File: config.mk
export PLATFORM = sky130hd
export DESIGN_NAME = udp_ipv6_checksum_generator_top
export DESIGN_NICKNAME = d
export VERILOG_FILES = /design/src/rtl/core/udpcs_pkg.sv /design/src/rtl/core/udpcs_cfg.sv /design/src/rtl/core/udpcs_front.sv /design/src/rtl/core/udpcs_queue.sv /design/src/rtl/core/udpcs_back.sv /design/src/rtl/core/udp_ipv6_checksum_generator_top.sv
export SDC_FILE = /design/constraint.sdc
export NUM_CORES = 2
export LEC_CHECK = 0
export BUFFER_PORTS_ARGS = -buffer_cell sky130_fd_sc_hd__buf_2
export CORE_ASPECT_RATIO = 0.8
export CORE_UTILIZATION = 56
export DETAILED_ROUTE_END_ITERATION = 7
export GPL_TIMING_DRIVEN = 0
export PLACE_DENSITY_LB_ADDON = 0.1
export SLEW_MARGIN = 20
export SYNTH_ARGS = -nofsm -noshare
export SYNTH_HDL_FRONTEND = slang
export SYNTH_HIERARCHICAL = 1
export SYNTH_SLANG_ARGS = --single-unit
File: constraint.sdc
create_clock -name clk -period 5.5 [get_ports clk]
set_input_delay 0.275 -clock clk [delete_from_list [all_inputs] [get_ports clk]]
set_output_delay 0.275 -clock clk [all_outputs]
set_load 0.02 [all_outputs]
File: src/rtl/core/udpcs_pkg.sv
// Shared constants, types and helpers of the UDP/IPv6 checksum generator.
package udpcs_pkg;

  localparam int unsigned MAX_PAYLOAD      = 65527;
  localparam int unsigned UDP_HEADER_BYTES = 8;

  localparam int COUNT_W  = 17;
  localparam int ACC_W    = 32;
  localparam int PART_W   = 18;
  localparam int STATIC_W = 21;
  localparam int TOTAL_W  = 33;

  localparam int DATA_W = 64;
  localparam int ADDR_W = 6;
  localparam int IDX_W  = 3;

  localparam int QUEUE_DEPTH = 4;
  localparam int QUEUE_AW    = $clog2(QUEUE_DEPTH);
  localparam int QUEUE_CW    = $clog2(QUEUE_DEPTH + 1);

  // register indexes (paddr[5:3])
  localparam logic [IDX_W-1:0] REG_SRC_ADDR_HIGH = 3'd0;
  localparam logic [IDX_W-1:0] REG_SRC_ADDR_LOW  = 3'd1;
  localparam logic [IDX_W-1:0] REG_DST_ADDR_HIGH = 3'd2;
  localparam logic [IDX_W-1:0] REG_DST_ADDR_LOW  = 3'd3;
  localparam logic [IDX_W-1:0] REG_SRC_PORT      = 3'd4;
  localparam logic [IDX_W-1:0] REG_DST_PORT      = 3'd5;
  localparam logic [IDX_W-1:0] REG_NEXT_HEADER   = 3'd6;

  localparam logic [7:0] NEXT_HEADER_RESET = 8'd17;

  // one queue entry: a word to add, and on close the length and flag
  typedef struct packed {
    logic        close;
    logic        too_long;
    logic [15:0] word;
    logic [15:0] udp_length;
  } entry_t;

  // plain sum of the four 16-bit words of a 64-bit quantity
  function automatic logic [PART_W-1:0] sum4(input logic [63:0] v);
    logic [PART_W-1:0] s;
    s = PART_W'(v[63:48]) + PART_W'(v[47:32]) + PART_W'(v[31:16]) + PART_W'(v[15:0]);
    return s;
  endfunction

endpackage

File: src/rtl/core/udpcs_cfg.sv
// APB register file and registered sum of the static pseudo-header words.
module udpcs_cfg (
  input  logic                           clk,
  input  logic                           rst,
  input  logic                           psel,
  input  logic                           penable,
  input  logic                           pwrite,
  input  logic [udpcs_pkg::ADDR_W-1:0]   paddr,
  input  logic [udpcs_pkg::DATA_W-1:0]   pwdata,
  output logic [udpcs_pkg::DATA_W-1:0]   prdata,
  output logic                           pready,
  output logic [udpcs_pkg::STATIC_W-1:0] static_sum
);

  logic [63:0] src_addr_high;
  logic [63:0] src_addr_low;
  logic [63:0] dst_addr_high;
  logic [63:0] dst_addr_low;
  logic [15:0] src_port;
  logic [15:0] dst_port;
  logic [7:0]  next_header;

  logic                          wr_en;
  logic [udpcs_pkg::IDX_W-1:0]   idx;

  logic [udpcs_pkg::PART_W-1:0] part_sh, part_sl, part_dh, part_dl, part_misc;

  assign pready = 1'b1;
  assign idx    = paddr[udpcs_pkg::ADDR_W-1:udpcs_pkg::ADDR_W-udpcs_pkg::IDX_W];
  assign wr_en  = psel && penable && pwrite;

  always_ff @(posedge clk) begin
    if (rst) begin
      src_addr_high <= '0;
      src_addr_low  <= '0;
      dst_addr_high <= '0;
      dst_addr_low  <= '0;
      src_port      <= '0;
      dst_port      <= '0;
      next_header   <= udpcs_pkg::NEXT_HEADER_RESET;
    end else if (wr_en) begin
      unique case (idx)
        udpcs_pkg::REG_SRC_ADDR_HIGH: src_addr_high <= pwdata;
        udpcs_pkg::REG_SRC_ADDR_LOW:  src_addr_low  <= pwdata;
        udpcs_pkg::REG_DST_ADDR_HIGH: dst_addr_high <= pwdata;
        udpcs_pkg::REG_DST_ADDR_LOW:  dst_addr_low  <= pwdata;
        udpcs_pkg::REG_SRC_PORT:      src_port      <= pwdata[15:0];
        udpcs_pkg::REG_DST_PORT:      dst_port      <= pwdata[15:0];
        udpcs_pkg::REG_NEXT_HEADER:   next_header   <= pwdata[7:0];
        default: ;
      endcase
    end
  end

  always_comb begin
    unique case (idx)
      udpcs_pkg::REG_SRC_ADDR_HIGH: prdata = src_addr_high;
      udpcs_pkg::REG_SRC_ADDR_LOW:  prdata = src_addr_low;
      udpcs_pkg::REG_DST_ADDR_HIGH: prdata = dst_addr_high;
      udpcs_pkg::REG_DST_ADDR_LOW:  prdata = dst_addr_low;
      udpcs_pkg::REG_SRC_PORT:      prdata = {48'h0, src_port};
      udpcs_pkg::REG_DST_PORT:      prdata = {48'h0, dst_port};
      udpcs_pkg::REG_NEXT_HEADER:   prdata = {56'h0, next_header};
      default:                      prdata = '0;
    endcase
  end

  // two-stage tree, free running: registered partial sums, then registered static_sum
  always_ff @(posedge clk) begin
    part_sh    <= udpcs_pkg::sum4(src_addr_high);
    part_sl    <= udpcs_pkg::sum4(src_addr_low);
    part_dh    <= udpcs_pkg::sum4(dst_addr_high);
    part_dl    <= udpcs_pkg::sum4(dst_addr_low);
    part_misc  <= udpcs_pkg::PART_W'(src_port) + udpcs_pkg::PART_W'(dst_port)
                + udpcs_pkg::PART_W'(next_header);
    static_sum <= udpcs_pkg::STATIC_W'(part_sh) + udpcs_pkg::STATIC_W'(part_sl)
                + udpcs_pkg::STATIC_W'(part_dh) + udpcs_pkg::STATIC_W'(part_dl)
                + udpcs_pkg::STATIC_W'(part_misc);
  end

endmodule

File: src/rtl/core/udpcs_front.sv
// Front end: pairs payload bytes into words, counts bytes, closes datagrams.
module udpcs_front (
  input  logic                  clk,
  input  logic                  rst,
  input  logic                  in_valid,
  output logic                  in_ready,
  input  logic [7:0]            payload_byte,
  input  logic                  byte_present,
  input  logic                  last,
  input  logic                  q_full,
  output logic                  q_push,
  output udpcs_pkg::entry_t     q_entry
);

  logic [7:0]                      held_byte, held_byte_next;
  logic                            odd_pending, odd_pending_next;
  logic [udpcs_pkg::COUNT_W-1:0]   byte_count, byte_count_next;
  logic                            overflow_seen, overflow_now;
  logic                            pair;
  logic [15:0]                     word;
  logic [udpcs_pkg::COUNT_W:0]     len_full;
  logic                            accept;

  assign in_ready = !q_full;
  assign accept   = in_valid && in_ready;

  always_comb begin
    held_byte_next   = held_byte;
    odd_pending_next = odd_pending;
    byte_count_next  = byte_count;
    overflow_now     = overflow_seen;
    pair             = 1'b0;
    word             = '0;
    if (byte_present) begin
      if (byte_count >= udpcs_pkg::COUNT_W'(udpcs_pkg::MAX_PAYLOAD)) begin
        overflow_now = 1'b1;
      end
      if (!overflow_now) begin
        if (odd_pending) begin
          pair             = 1'b1;
          word             = {held_byte, payload_byte};
          odd_pending_next = 1'b0;
        end else begin
          held_byte_next   = payload_byte;
          odd_pending_next = 1'b1;
        end
      end
      if (byte_count != '1) begin
        byte_count_next = byte_count + 1'b1;
      end
    end
    // odd byte left at close goes out zero padded
    if (!pair && odd_pending_next) begin
      word = {held_byte_next, 8'h00};
    end
  end

  assign len_full = (udpcs_pkg::COUNT_W+1)'(byte_count_next)
                  + (udpcs_pkg::COUNT_W+1)'(udpcs_pkg::UDP_HEADER_BYTES);

  always_comb begin
    q_entry.close      = last;
    q_entry.too_long   = overflow_now;
    q_entry.word       = word;
    q_entry.udp_length = (len_full > (udpcs_pkg::COUNT_W+1)'(16'hffff)) ? 16'hffff
                                                                       : len_full[15:0];
  end

  assign q_push = accept && (pair || last);

  always_ff @(posedge clk) begin
    if (rst) begin
      held_byte     <= '0;
      odd_pending   <= 1'b0;
      byte_count    <= '0;
      overflow_seen <= 1'b0;
    end else if (accept) begin
      if (last) begin
        held_byte     <= '0;
        odd_pending   <= 1'b0;
        byte_count    <= '0;
        overflow_seen <= 1'b0;
      end else begin
        held_byte     <= held_byte_next;
        odd_pending   <= odd_pending_next;
        byte_count    <= byte_count_next;
        overflow_seen <= overflow_now;
      end
    end
  end

endmodule

File: src/rtl/core/udpcs_queue.sv
// Short FIFO of word and close entries between front and back ends.
module udpcs_queue (
  input  logic              clk,
  input  logic              rst,
  input  logic              push,
  input  udpcs_pkg::entry_t entry_in,
  input  logic              pop,
  output logic              full,
  output logic              head_valid,
  output udpcs_pkg::entry_t head
);

  udpcs_pkg::entry_t                 slots [udpcs_pkg::QUEUE_DEPTH];
  logic [udpcs_pkg::QUEUE_AW-1:0]    wr_ptr, rd_ptr;
  logic [udpcs_pkg::QUEUE_CW-1:0]    fill;

  assign full       = (fill == udpcs_pkg::QUEUE_CW'(udpcs_pkg::QUEUE_DEPTH));
  assign head_valid = (fill != '0);
  assign head       = slots[rd_ptr];

  always_ff @(posedge clk) begin
    if (push) begin
      slots[wr_ptr] <= entry_in;
    end
  end

  always_ff @(posedge clk) begin
    if (rst) begin
      wr_ptr <= '0;
      rd_ptr <= '0;
      fill   <= '0;
    end else begin
      if (push) begin
        wr_ptr <= wr_ptr + 1'b1;
      end
      if (pop) begin
        rd_ptr <= rd_ptr + 1'b1;
      end
      unique case ({push, pop})
        2'b10:   fill <= fill + 1'b1;
        2'b01:   fill <= fill - 1'b1;
        default: fill <= fill;
      endcase
    end
  end

endmodule

File: src/rtl/core/udpcs_back.sv
// Back end: accumulates words, adds pseudo-header, folds and complements.
module udpcs_back (
  input  logic                           clk,
  input  logic                           rst,
  input  logic                           head_valid,
  input  udpcs_pkg::entry_t              head,
  output logic                           pop,
  input  logic [udpcs_pkg::STATIC_W-1:0] static_sum,
  output logic                           out_valid,
  input  logic                           out_ready,
  output logic [15:0]                    checksum_value,
  output logic [15:0]                    udp_length,
  output logic                           too_long
);

  logic [udpcs_pkg::ACC_W-1:0]   acc;
  logic [udpcs_pkg::ACC_W-1:0]   fin_sum;
  logic [15:0]                   fin_len;
  logic                          fin_long, fin_valid;
  logic [udpcs_pkg::TOTAL_W-1:0] tot_sum;
  logic [15:0]                   tot_len;
  logic                          tot_long, tot_valid;

  logic                          out_free, tot_free, fin_free, tot_move, fin_move;
  logic [udpcs_pkg::ACC_W-1:0]   acc_plus;
  logic [17:0]                   fold1;
  logic [16:0]                   fold2;
  logic [15:0]                   fold3;

  assign out_free = !out_valid || out_ready;
  assign tot_move = tot_valid && out_free;
  assign tot_free = !tot_valid || out_free;
  assign fin_move = fin_valid && tot_free;
  assign fin_free = !fin_valid || tot_free;
  assign pop      = head_valid && (!head.close || fin_free);

  assign acc_plus = acc + udpcs_pkg::ACC_W'(head.word);

  // end-around carry fold of the 33-bit total
  assign fold1 = 18'(tot_sum[udpcs_pkg::TOTAL_W-1:16]) + 18'(tot_sum[15:0]);
  assign fold2 = 17'(fold1[17:16]) + 17'(fold1[15:0]);
  assign fold3 = fold2[15:0] + 16'(fold2[16]);

  always_ff @(posedge clk) begin
    if (rst) begin
      acc       <= '0;
      fin_valid <= 1'b0;
      tot_valid <= 1'b0;
      out_valid <= 1'b0;
    end else begin
      if (pop) begin
        acc <= head.close ? '0 : acc_plus;
      end
      if (fin_free) begin
        fin_valid <= pop && head.close;
      end
      if (tot_free) begin
        tot_valid <= fin_valid;
      end
      if (out_free) begin
        out_valid <= tot_valid;
      end
    end
  end

  always_ff @(posedge clk) begin
    if (pop && head.close && fin_free) begin
      fin_sum  <= acc_plus + udpcs_pkg::ACC_W'({head.udp_length, 1'b0});
      fin_len  <= head.udp_length;
      fin_long <= head.too_long;
    end
    if (fin_move) begin
      tot_sum  <= udpcs_pkg::TOTAL_W'(fin_sum) + udpcs_pkg::TOTAL_W'(static_sum);
      tot_len  <= fin_len;
      tot_long <= fin_long;
    end
    if (tot_move) begin
      checksum_value <= tot_long ? 16'h0000 : ~fold3;
      udp_length     <= tot_len;
      too_long       <= tot_long;
    end
  end

endmodule

File: src/rtl/core/udp_ipv6_checksum_generator_top.sv
// Top level of the UDP-over-IPv6 checksum generator.
//
//  channel  | handshake            | payload
//  ---------+----------------------+-------------------------------------------
//  in       | in_valid / in_ready  | payload_byte, byte_present, last
//  out      | out_valid / out_ready| checksum_value, udp_length, too_long
//  config   | APB psel/penable     | paddr (8 bytes per register), pwdata, prdata
//
// One request per clock while in_ready is high; each byte pair costs one add in the back end accumulator.
// A closing request passes its queue slot, the finish sum, the pseudo-header
// total and then the folded result register before its result is offered.
// rst is synchronous; after reset or a write the pseudo-header sum settles through the partial sums, then static_sum.
// A four-entry queue parts front and back; input keeps flowing while a result
// waits, and in_ready falls only once that queue is full.
module udp_ipv6_checksum_generator_top (
  input  logic                         clk,
  input  logic                         rst,
  // config
  input  logic                         psel,
  input  logic                         penable,
  input  logic                         pwrite,
  input  logic [udpcs_pkg::ADDR_W-1:0] paddr,
  input  logic [udpcs_pkg::DATA_W-1:0] pwdata,
  output logic [udpcs_pkg::DATA_W-1:0] prdata,
  output logic                         pready,
  // request channel
  input  logic                         in_valid,
  output logic                         in_ready,
  input  logic [7:0]                   payload_byte,
  input  logic                         byte_present,
  input  logic                         last,
  // result channel
  output logic                         out_valid,
  input  logic                         out_ready,
  output logic [15:0]                  checksum_value,
  output logic [15:0]                  udp_length,
  output logic                         too_long
);

  logic [udpcs_pkg::STATIC_W-1:0] static_sum;   // addresses, ports, next header
  logic                           q_full, q_push, q_pop, q_head_valid;
  udpcs_pkg::entry_t              q_entry, q_head;

  udpcs_cfg u_cfg (
    .clk        (clk),
    .rst        (rst),
    .psel       (psel),
    .penable    (penable),
    .pwrite     (pwrite),
    .paddr      (paddr),
    .pwdata     (pwdata),
    .prdata     (prdata),
    .pready     (pready),
    .static_sum (static_sum)
  );

  // byte pairing, counting and overlong detection
  udpcs_front u_front (
    .clk          (clk),
    .rst          (rst),
    .in_valid     (in_valid),
    .in_ready     (in_ready),
    .payload_byte (payload_byte),
    .byte_present (byte_present),
    .last         (last),
    .q_full       (q_full),
    .q_push       (q_push),
    .q_entry      (q_entry)
  );

  udpcs_queue u_queue (
    .clk        (clk),
    .rst        (rst),
    .push       (q_push),
    .entry_in   (q_entry),
    .pop        (q_pop),
    .full       (q_full),
    .head_valid (q_head_valid),
    .head       (q_head)
  );

  // summing, pseudo-header, fold and result register
  udpcs_back u_back (
    .clk            (clk),
    .rst            (rst),
    .head_valid     (q_head_valid),
    .head           (q_head),
    .pop            (q_pop),
    .static_sum     (static_sum),
    .out_valid      (out_valid),
    .out_ready      (out_ready),
    .checksum_value (checksum_value),
    .udp_length     (udp_length),
    .too_long       (too_long)
  );

  // front never writes into a full queue
  a_no_push_full: assert property (@(posedge clk) disable iff (rst)
    q_push |-> !q_full)
    else $error("queue written while full");

  // overlong datagram: checksum forced to zero, length saturated
  a_too_long_fields: assert property (@(posedge clk) disable iff (rst)
    (out_valid && too_long) |-> (checksum_value == 16'h0000 && udp_length == 16'hffff))
    else $error("overlong result fields wrong");

  // a result always covers at least the UDP header
  a_min_length: assert property (@(posedge clk) disable iff (rst)
    out_valid |-> (udp_length >= 16'(udpcs_pkg::UDP_HEADER_BYTES)))
    else $error("udp_length below header size");

endmodule
# == Word-level counts from Yosys, hierarchy flattened ==
# Memory sizes are Yosys's and may differ from the RTL's. A register that Yosys moved wholly into a read port is not among the register bits.
# Cells that the tools add are included.
# classes
n_addsub,30
n_lt_le_gt_ge,2
eq_ne,10
mux,30
bitwise_logic,1
n_reduce_logical,31
# ops
operator,count
64-bit case mux with 7 select lines,1
18-bit by 16-bit adder with 18-bit output,8
16-bit by 16-bit adder with 17-bit output,5
16-bit 2-to-1 mux,5
21-bit by 18-bit adder with 21-bit output,3
17-bit 2-to-1 mux,3
32-bit by 21-bit adder with 33-bit output,1
32-bit by 16-bit adder with 32-bit output,1
32-bit by 17-bit adder with 32-bit output,1
32-bit 2-to-1 mux,1
8-bit 2-to-1 mux,4
18-bit by 18-bit adder with 19-bit output,1
17-bit by 16-bit adder with 18-bit output,1
17-bit by 4-bit adder with 18-bit output (second input constant),1
18-bit by 8-bit adder with 18-bit output,1
18-bit by 16-bit > comparator with 1-bit output (second input constant),1
17-bit by 1-bit adder with 17-bit output (second input constant),1
2-bit by 16-bit adder with 17-bit output,1
17-bit by 16-bit >= comparator with 1-bit output (second input constant),1
17-bit inequality test (second input constant),1
16-bit by 1-bit adder with 16-bit output,1
16-bit inverter,1
2-bit AND reduction,7
1-bit 2-to-1 mux,13
other kinds (16),40
# word_totals
regBits,608
ram_bits,136
inputBits,87
out_inout_bits,100
wordCells,138
n_memories,1
# memory_table
name,words,width,rd,rd_clocked_by_memory_dff,wr,line,rtl
u_queue.slots,4,34,1,1,1,udpcs_queue.sv:13,udpcs_pkg::entry_t slots [udpcs_pkg::QUEUE_DEPTH];

# == Longest topological paths before layout ==
# logic_depth
word_depth,9
mapped_depth,26
ltp_nobuf,26

# == Hierarchy ==
# Netlist, hierarchy kept.
# modules_own_cells
module,instances,cells_each,area_per_inst_um2
udpcs_cfg,1,2662,23217.3
udpcs_back,1,959,10070.9
udpcs_queue,1,221,5381.4
udpcs_front,1,304,2411.1

# == Least setup slack after synthesis ==
# Ideal clock, no wire load.
# synth_path
path_type,reg-to-reg
start,reg u_back/tot_sum[0] (netlist name)
end,reg u_back.checksum_value[15] (data pin)
setup_time_ps,254
t_arrival_ps,5044
slack_ps,202
path_stages_with_launch,26
path_buffers,0
synth_period_minus_slack_ps,5298
cell_sequence,edfxtp_1 -> ha_1 -> inv_1 -> fa_1 -> nand2b_1 -> a21oi_2 -> o41a_1 -> a21bo_2 -> a21o_1 -> a21oi_1 -> o21bai_1 -> a21oi_1 -> xnor2_1 -> ha_1 -> fa_1 -> nand2_1 -> nor4_2 -> nand3_1 -> nor2_1 -> and4_1 -> ha_1 -> nand3_1 -> nor3b_1 -> o2111ai_1 -> o311a_1 -> a21o_1
# synth_between
elab_chain_cells,4
# synth_lines
item,line,rtl
start: declaration,udpcs_back.sv:20,logic [udpcs_pkg::TOTAL_W-1:0] tot_sum;
start signal: assignment,udpcs_back.sv:73,tot_sum <= udpcs_pkg::TOTAL_W'(fin_sum) + udpcs_pkg::TOTAL_W'(static_sum);
17-bit by 16-bit adder with 18-bit output,udpcs_back.sv:40,assign fold1 = 18'(tot_sum[udpcs_pkg::TOTAL_W-1:16]) + 18'(tot_sum[15:0]);
2-bit by 16-bit adder with 17-bit output,udpcs_back.sv:41,assign fold2 = 17'(fold1[17:16]) + 17'(fold1[15:0]);
16-bit by 1-bit adder with 16-bit output,udpcs_back.sv:42,assign fold3 = fold2[15:0] + 16'(fold2[16]);
16-bit inverter,udpcs_back.sv:78,checksum_value <= tot_long ? 16'h0000 : ~fold3;
end signal: assignment,udpcs_back.sv:78,
end: declaration,udpcs_back.sv:11,"output logic [15:0] checksum_value,"
# Every way passes these cells.
# A chain may end at the register's enable or synchronous reset.

# == Final worst setup path ==
# layout_path
start,reg u_back/tot_sum[3] (netlist name)
end,reg u_back.checksum_value[15] (data pin)
# The elaborated chain is that of the path after synthesis.

==> results.py <==
metrics = {
    "power": {
        "clockPowerShare_pct": 30.0,
        "power.leakage_uw": 0.01896,
        "cellInternalPower_uw": 11620,
        "comb_power_share_pct": 31.6,
        "peakVddDrop_v": 0.0002780,
        "switching_share_pct": 33.35,
        "finalPower_uw": 17430,
        "power_frac_seq_pct": 38.4,
        "power.switching_uw": 5814,
        "p_per_area_nw_per_um2": 371.2,
    },
    "floorplan": {
        "die_height_um": 244.3,
        "fp.coreArea_um2": 72340,
        "fp.dieW_um": 304.8,
        "start_util_pct": 56.79,
        "rows": 88,
        "ioPinCount": 187,
        "dieArea_um2": 74450,
    },
    "timing": {
        "hold_viol_final": 0,
        "max_freq_mhz": 189.7,
        "final.min_clock_period_ns": 5.271,
        "holdWs_ns": 0.04450,
        "maxSlewHeadroom_pct": 26.49,
        "setup_viol": 0,
        "tns_ns": 0,
        "worst_pin_slew_ns": 1.103,
        "skew_ns": 0.03242,
        "finalCritPeriodShare_pct": 95.84,
        "drv_slew": 0,
        "rsz0062_at_grt": "yes",
    },
    "clocking": {
        "cts_tree": "yes",
        "clk-insertion-delay-late_ns": 0.64,
        "clk_pin_slew_ns": 0.06,
        "htreeDepth": 3,
        "clk_path_buf_depth": 3,
        "cts_num_sinks": 746,
        "ctsRootBufferMaster": "clkbuf_16",
        "cts_made_buffers": 76,
    },
    "yosys": {
        "syn_nets": 4622,
        "synth-edff-count": 268,
        "synth_seq_cells": 746,
        "netlist_instances": 4146,
        "synth_top_area_share_pct": 23.29,
        "synth.distinct_cells": 119,
        "syn_area_um2": 41080,
        "ys_seq_area_share_pct": 42.88,
        "synth_ff_type": "dfxtp_1",
        "syn_avg_cell_area_um2": 9.909,
        "yosys.area.top_type": "dfxtp_1",
        "ys_async_sr_fraction_pct": 0,
        "yosysWarnings": 6,
        "ys_top_cells_by_area": "dfxtp_1 (23%), edfxtp_1 (20%), fa_1 (9.6%), nand2_1 (6.8%), ha_1 (5.9%)",
    },
    "route": {
        "vias_per_cell": 6.055,
        "post_drt_wl_per_cell_um": 24.26,
        "wl_um": 133600,
        "drt_iter0_markers": 3979,
        "firstDrtPassIters": 8,
        "drcViolationCount": 0,
        "vias": 33360,
        "drtAntennaViolNets": 0,
    },
    "status": {
        "run_status": "finished, final reports clean",
    },
    "worst_setup_path": {
        "arrival_ns": 5.65,
        "slowest_delay_ns": 0.39,
        "r2r_start": "u_back/tot_sum[3]",
        "cp-start-kind": "flip-flop",
        "path_cells": "ha_1, buf_6, o21ai_2, a21oi_4, o41a_1, a21bo_2, a21o_1, a21oi_2, o21bai_1, a21oi_2, xnor2_2, ha_2, fa_2, nand2_2, nor4_4, nand3_2, nor2_2, and4_4, ha_4, nand3_4, nor3b_4, o2111ai_2, o311a_1, a21o_1",
        "crit_path_max_fanout": 7,
        "slowest_stage": "edfxtp_1",
        "end_kind": "flip-flop",
        "crit_start": "u_back/tot_sum[3]",
        "required_ns": 5.88,
        "worstSetupPathType": "flip-flop to flip-flop",
    },
    "global_route": {
        "overflow": 0,
        "grt_max_degree": 28,
        "track_usage_pct": 35.58,
        "grt_pass1_vias": 30670,
        "antenna_found_initial": 9,
        "grt_pass1_wl_um": 195600,
    },
    "run": {
        "cap_violations": 0,
    },
    "hold_path": {
        "holdCritStartpoint": "rst",
        "hp-class": "primary input to flip-flop",
    },
    "final_layout": {
        "drive_gt1_share_pct": 12.46,
        "final_cell_mix": "nand2_1 (739), dfxtp_1 (478), a21oi_1 (463)",
        "fillers": 5945,
        "synthToLayoutAreaGrowth_pct": 14.32,
        "post-route-util_pct": 64.92,
        "nets": 4975,
        "layout_commonest_cell": "nand2_1",
    },
    "placement": {
        "dp_hpwl_um": 103600,
        "io_buffers": 180,
        "gp_congestion": 1.080,
    },
}
final cells by class:
class	instances	area (um^2)	area share, %
inverter	246	923.4	1.966
antenna	5	12.51	0.02664
tap	945	1182	2.518
clock buffer	106	2176	4.633
buffer	182	879.6	1.873
multi-input combinational	2971	21910	46.65
clock inverter	32	302.8	0.6447
timing repair buffer	276	1961	4.175
sequential	746	17620	37.51
power by group through the flow:
stage	combinational, uW	clock (uW)	sequential [uW]
2_1_floorplan	3710	0	6770
3_3_place_gp	4980	0	6840
3_5_place_dp	5140	0	6800
4_1_cts	5270	5300	6690
5_1_grt	6020	5510	6730
6_report	5510	5230	6690
final timing paths:
kind,end,cells past startpoint,slack (ns)
setup / recovery,u_back/checksum_value[15],24,0.23
hold / removal,u_back/acc[0],2,0.04
setup reg to reg,u_back/checksum_value[15],24,0.23
hold reg to reg,u_back/tot_len[6],0,0.41
what timing repair did:
item / 4_1_cts / 5_1_grt
endpoints found under the setup margin: 21 / 23
setup buffers: 4 / 9
endpoints found under the hold margin: 308 / 0
hold buffers: 74 / 0
resized for setup: 16 / 32
pin swaps: 5 / 17
synth_stat cells, drive strengths merged (49+ instances only):
cell type  instances
inv              245
a21o              49
o21ai            135
edfxtp           268
buf               80
a22oi            152
fa               196
ha               193
a21oi            468
dfxtp            478
nand3             60
clkbuf           103
xnor2            148
nand2            745
xor2              65
nor2             215
critical path, delay by kind of cell (launching register included):
family,cells,cell delay [ns]
DFF,1,0.39
and+or+nand+nor,7,1.25
buffers and inverters,1,0.14
xor gates and xnor gates,1,0.17
AOI/OAI and AO/OA,11,2.10
adders and majority gates,4,0.96
metrics by stage:
| stage | std cells | worst slack [ns] | area, um^2 |
|---|---|---|---|
| after global routing | 5504 | -0.05269 | 46950 |
| after global placement | 5271 | -1.241 | 43160 |
| after CTS | 5495 | 0.007242 | 46720 |
| after detailed placement | 5280 | -0.8286 | 43410 |
| final | 5509 | 0.2290 | 46960 |
| after floorplan | 4146 | 0.2024 | 41080 |
kinds of logic (layout without fill, tap and decap cells):
kind of cell | Yosys count | after routing | synth area share [%]
adder cells (fa/ha/maj) | 389 | 389 | 15.43
multiplexers | 73 | 73 | 2.991
AND/OR/NAND/NOR | 1274 | 1274 | 13.89
buffers and inverters | 429 | 842 | 4.392
flip-flops | 746 | 746 | 42.88
AO/OA/AOI/OAI | 1021 | 1021 | 15.81
XOR/XNOR | 213 | 213 | 4.596
other | 1 | 6 | 0.009128
sequential cells by signal, indices dropped and copies added, names as in the netlist, 21 cells and up, named ones only:
signal               cells
u_queue/slots          136
u_cfg/dst_addr_high     64
u_cfg/dst_addr_low      64
u_cfg/src_addr_high     64
u_cfg/src_addr_low      64
u_back/tot_sum          33
u_back/acc              32
u_back/fin_sum          32
u_cfg/static_sum        21
per-layer routing:
metal / global-route usage (%) / vias to the layer above / share of wire (%)
met5: 0 / - / 0.39
met3: 13.82 / 297 / 13
li1: - / 15220 / -
met1: 51.94 / 16130 / 44
met4: 11.50 / 14 / 3.4
met2: 47.82 / 1699 / 39
(Power assumes the default switching activity.)
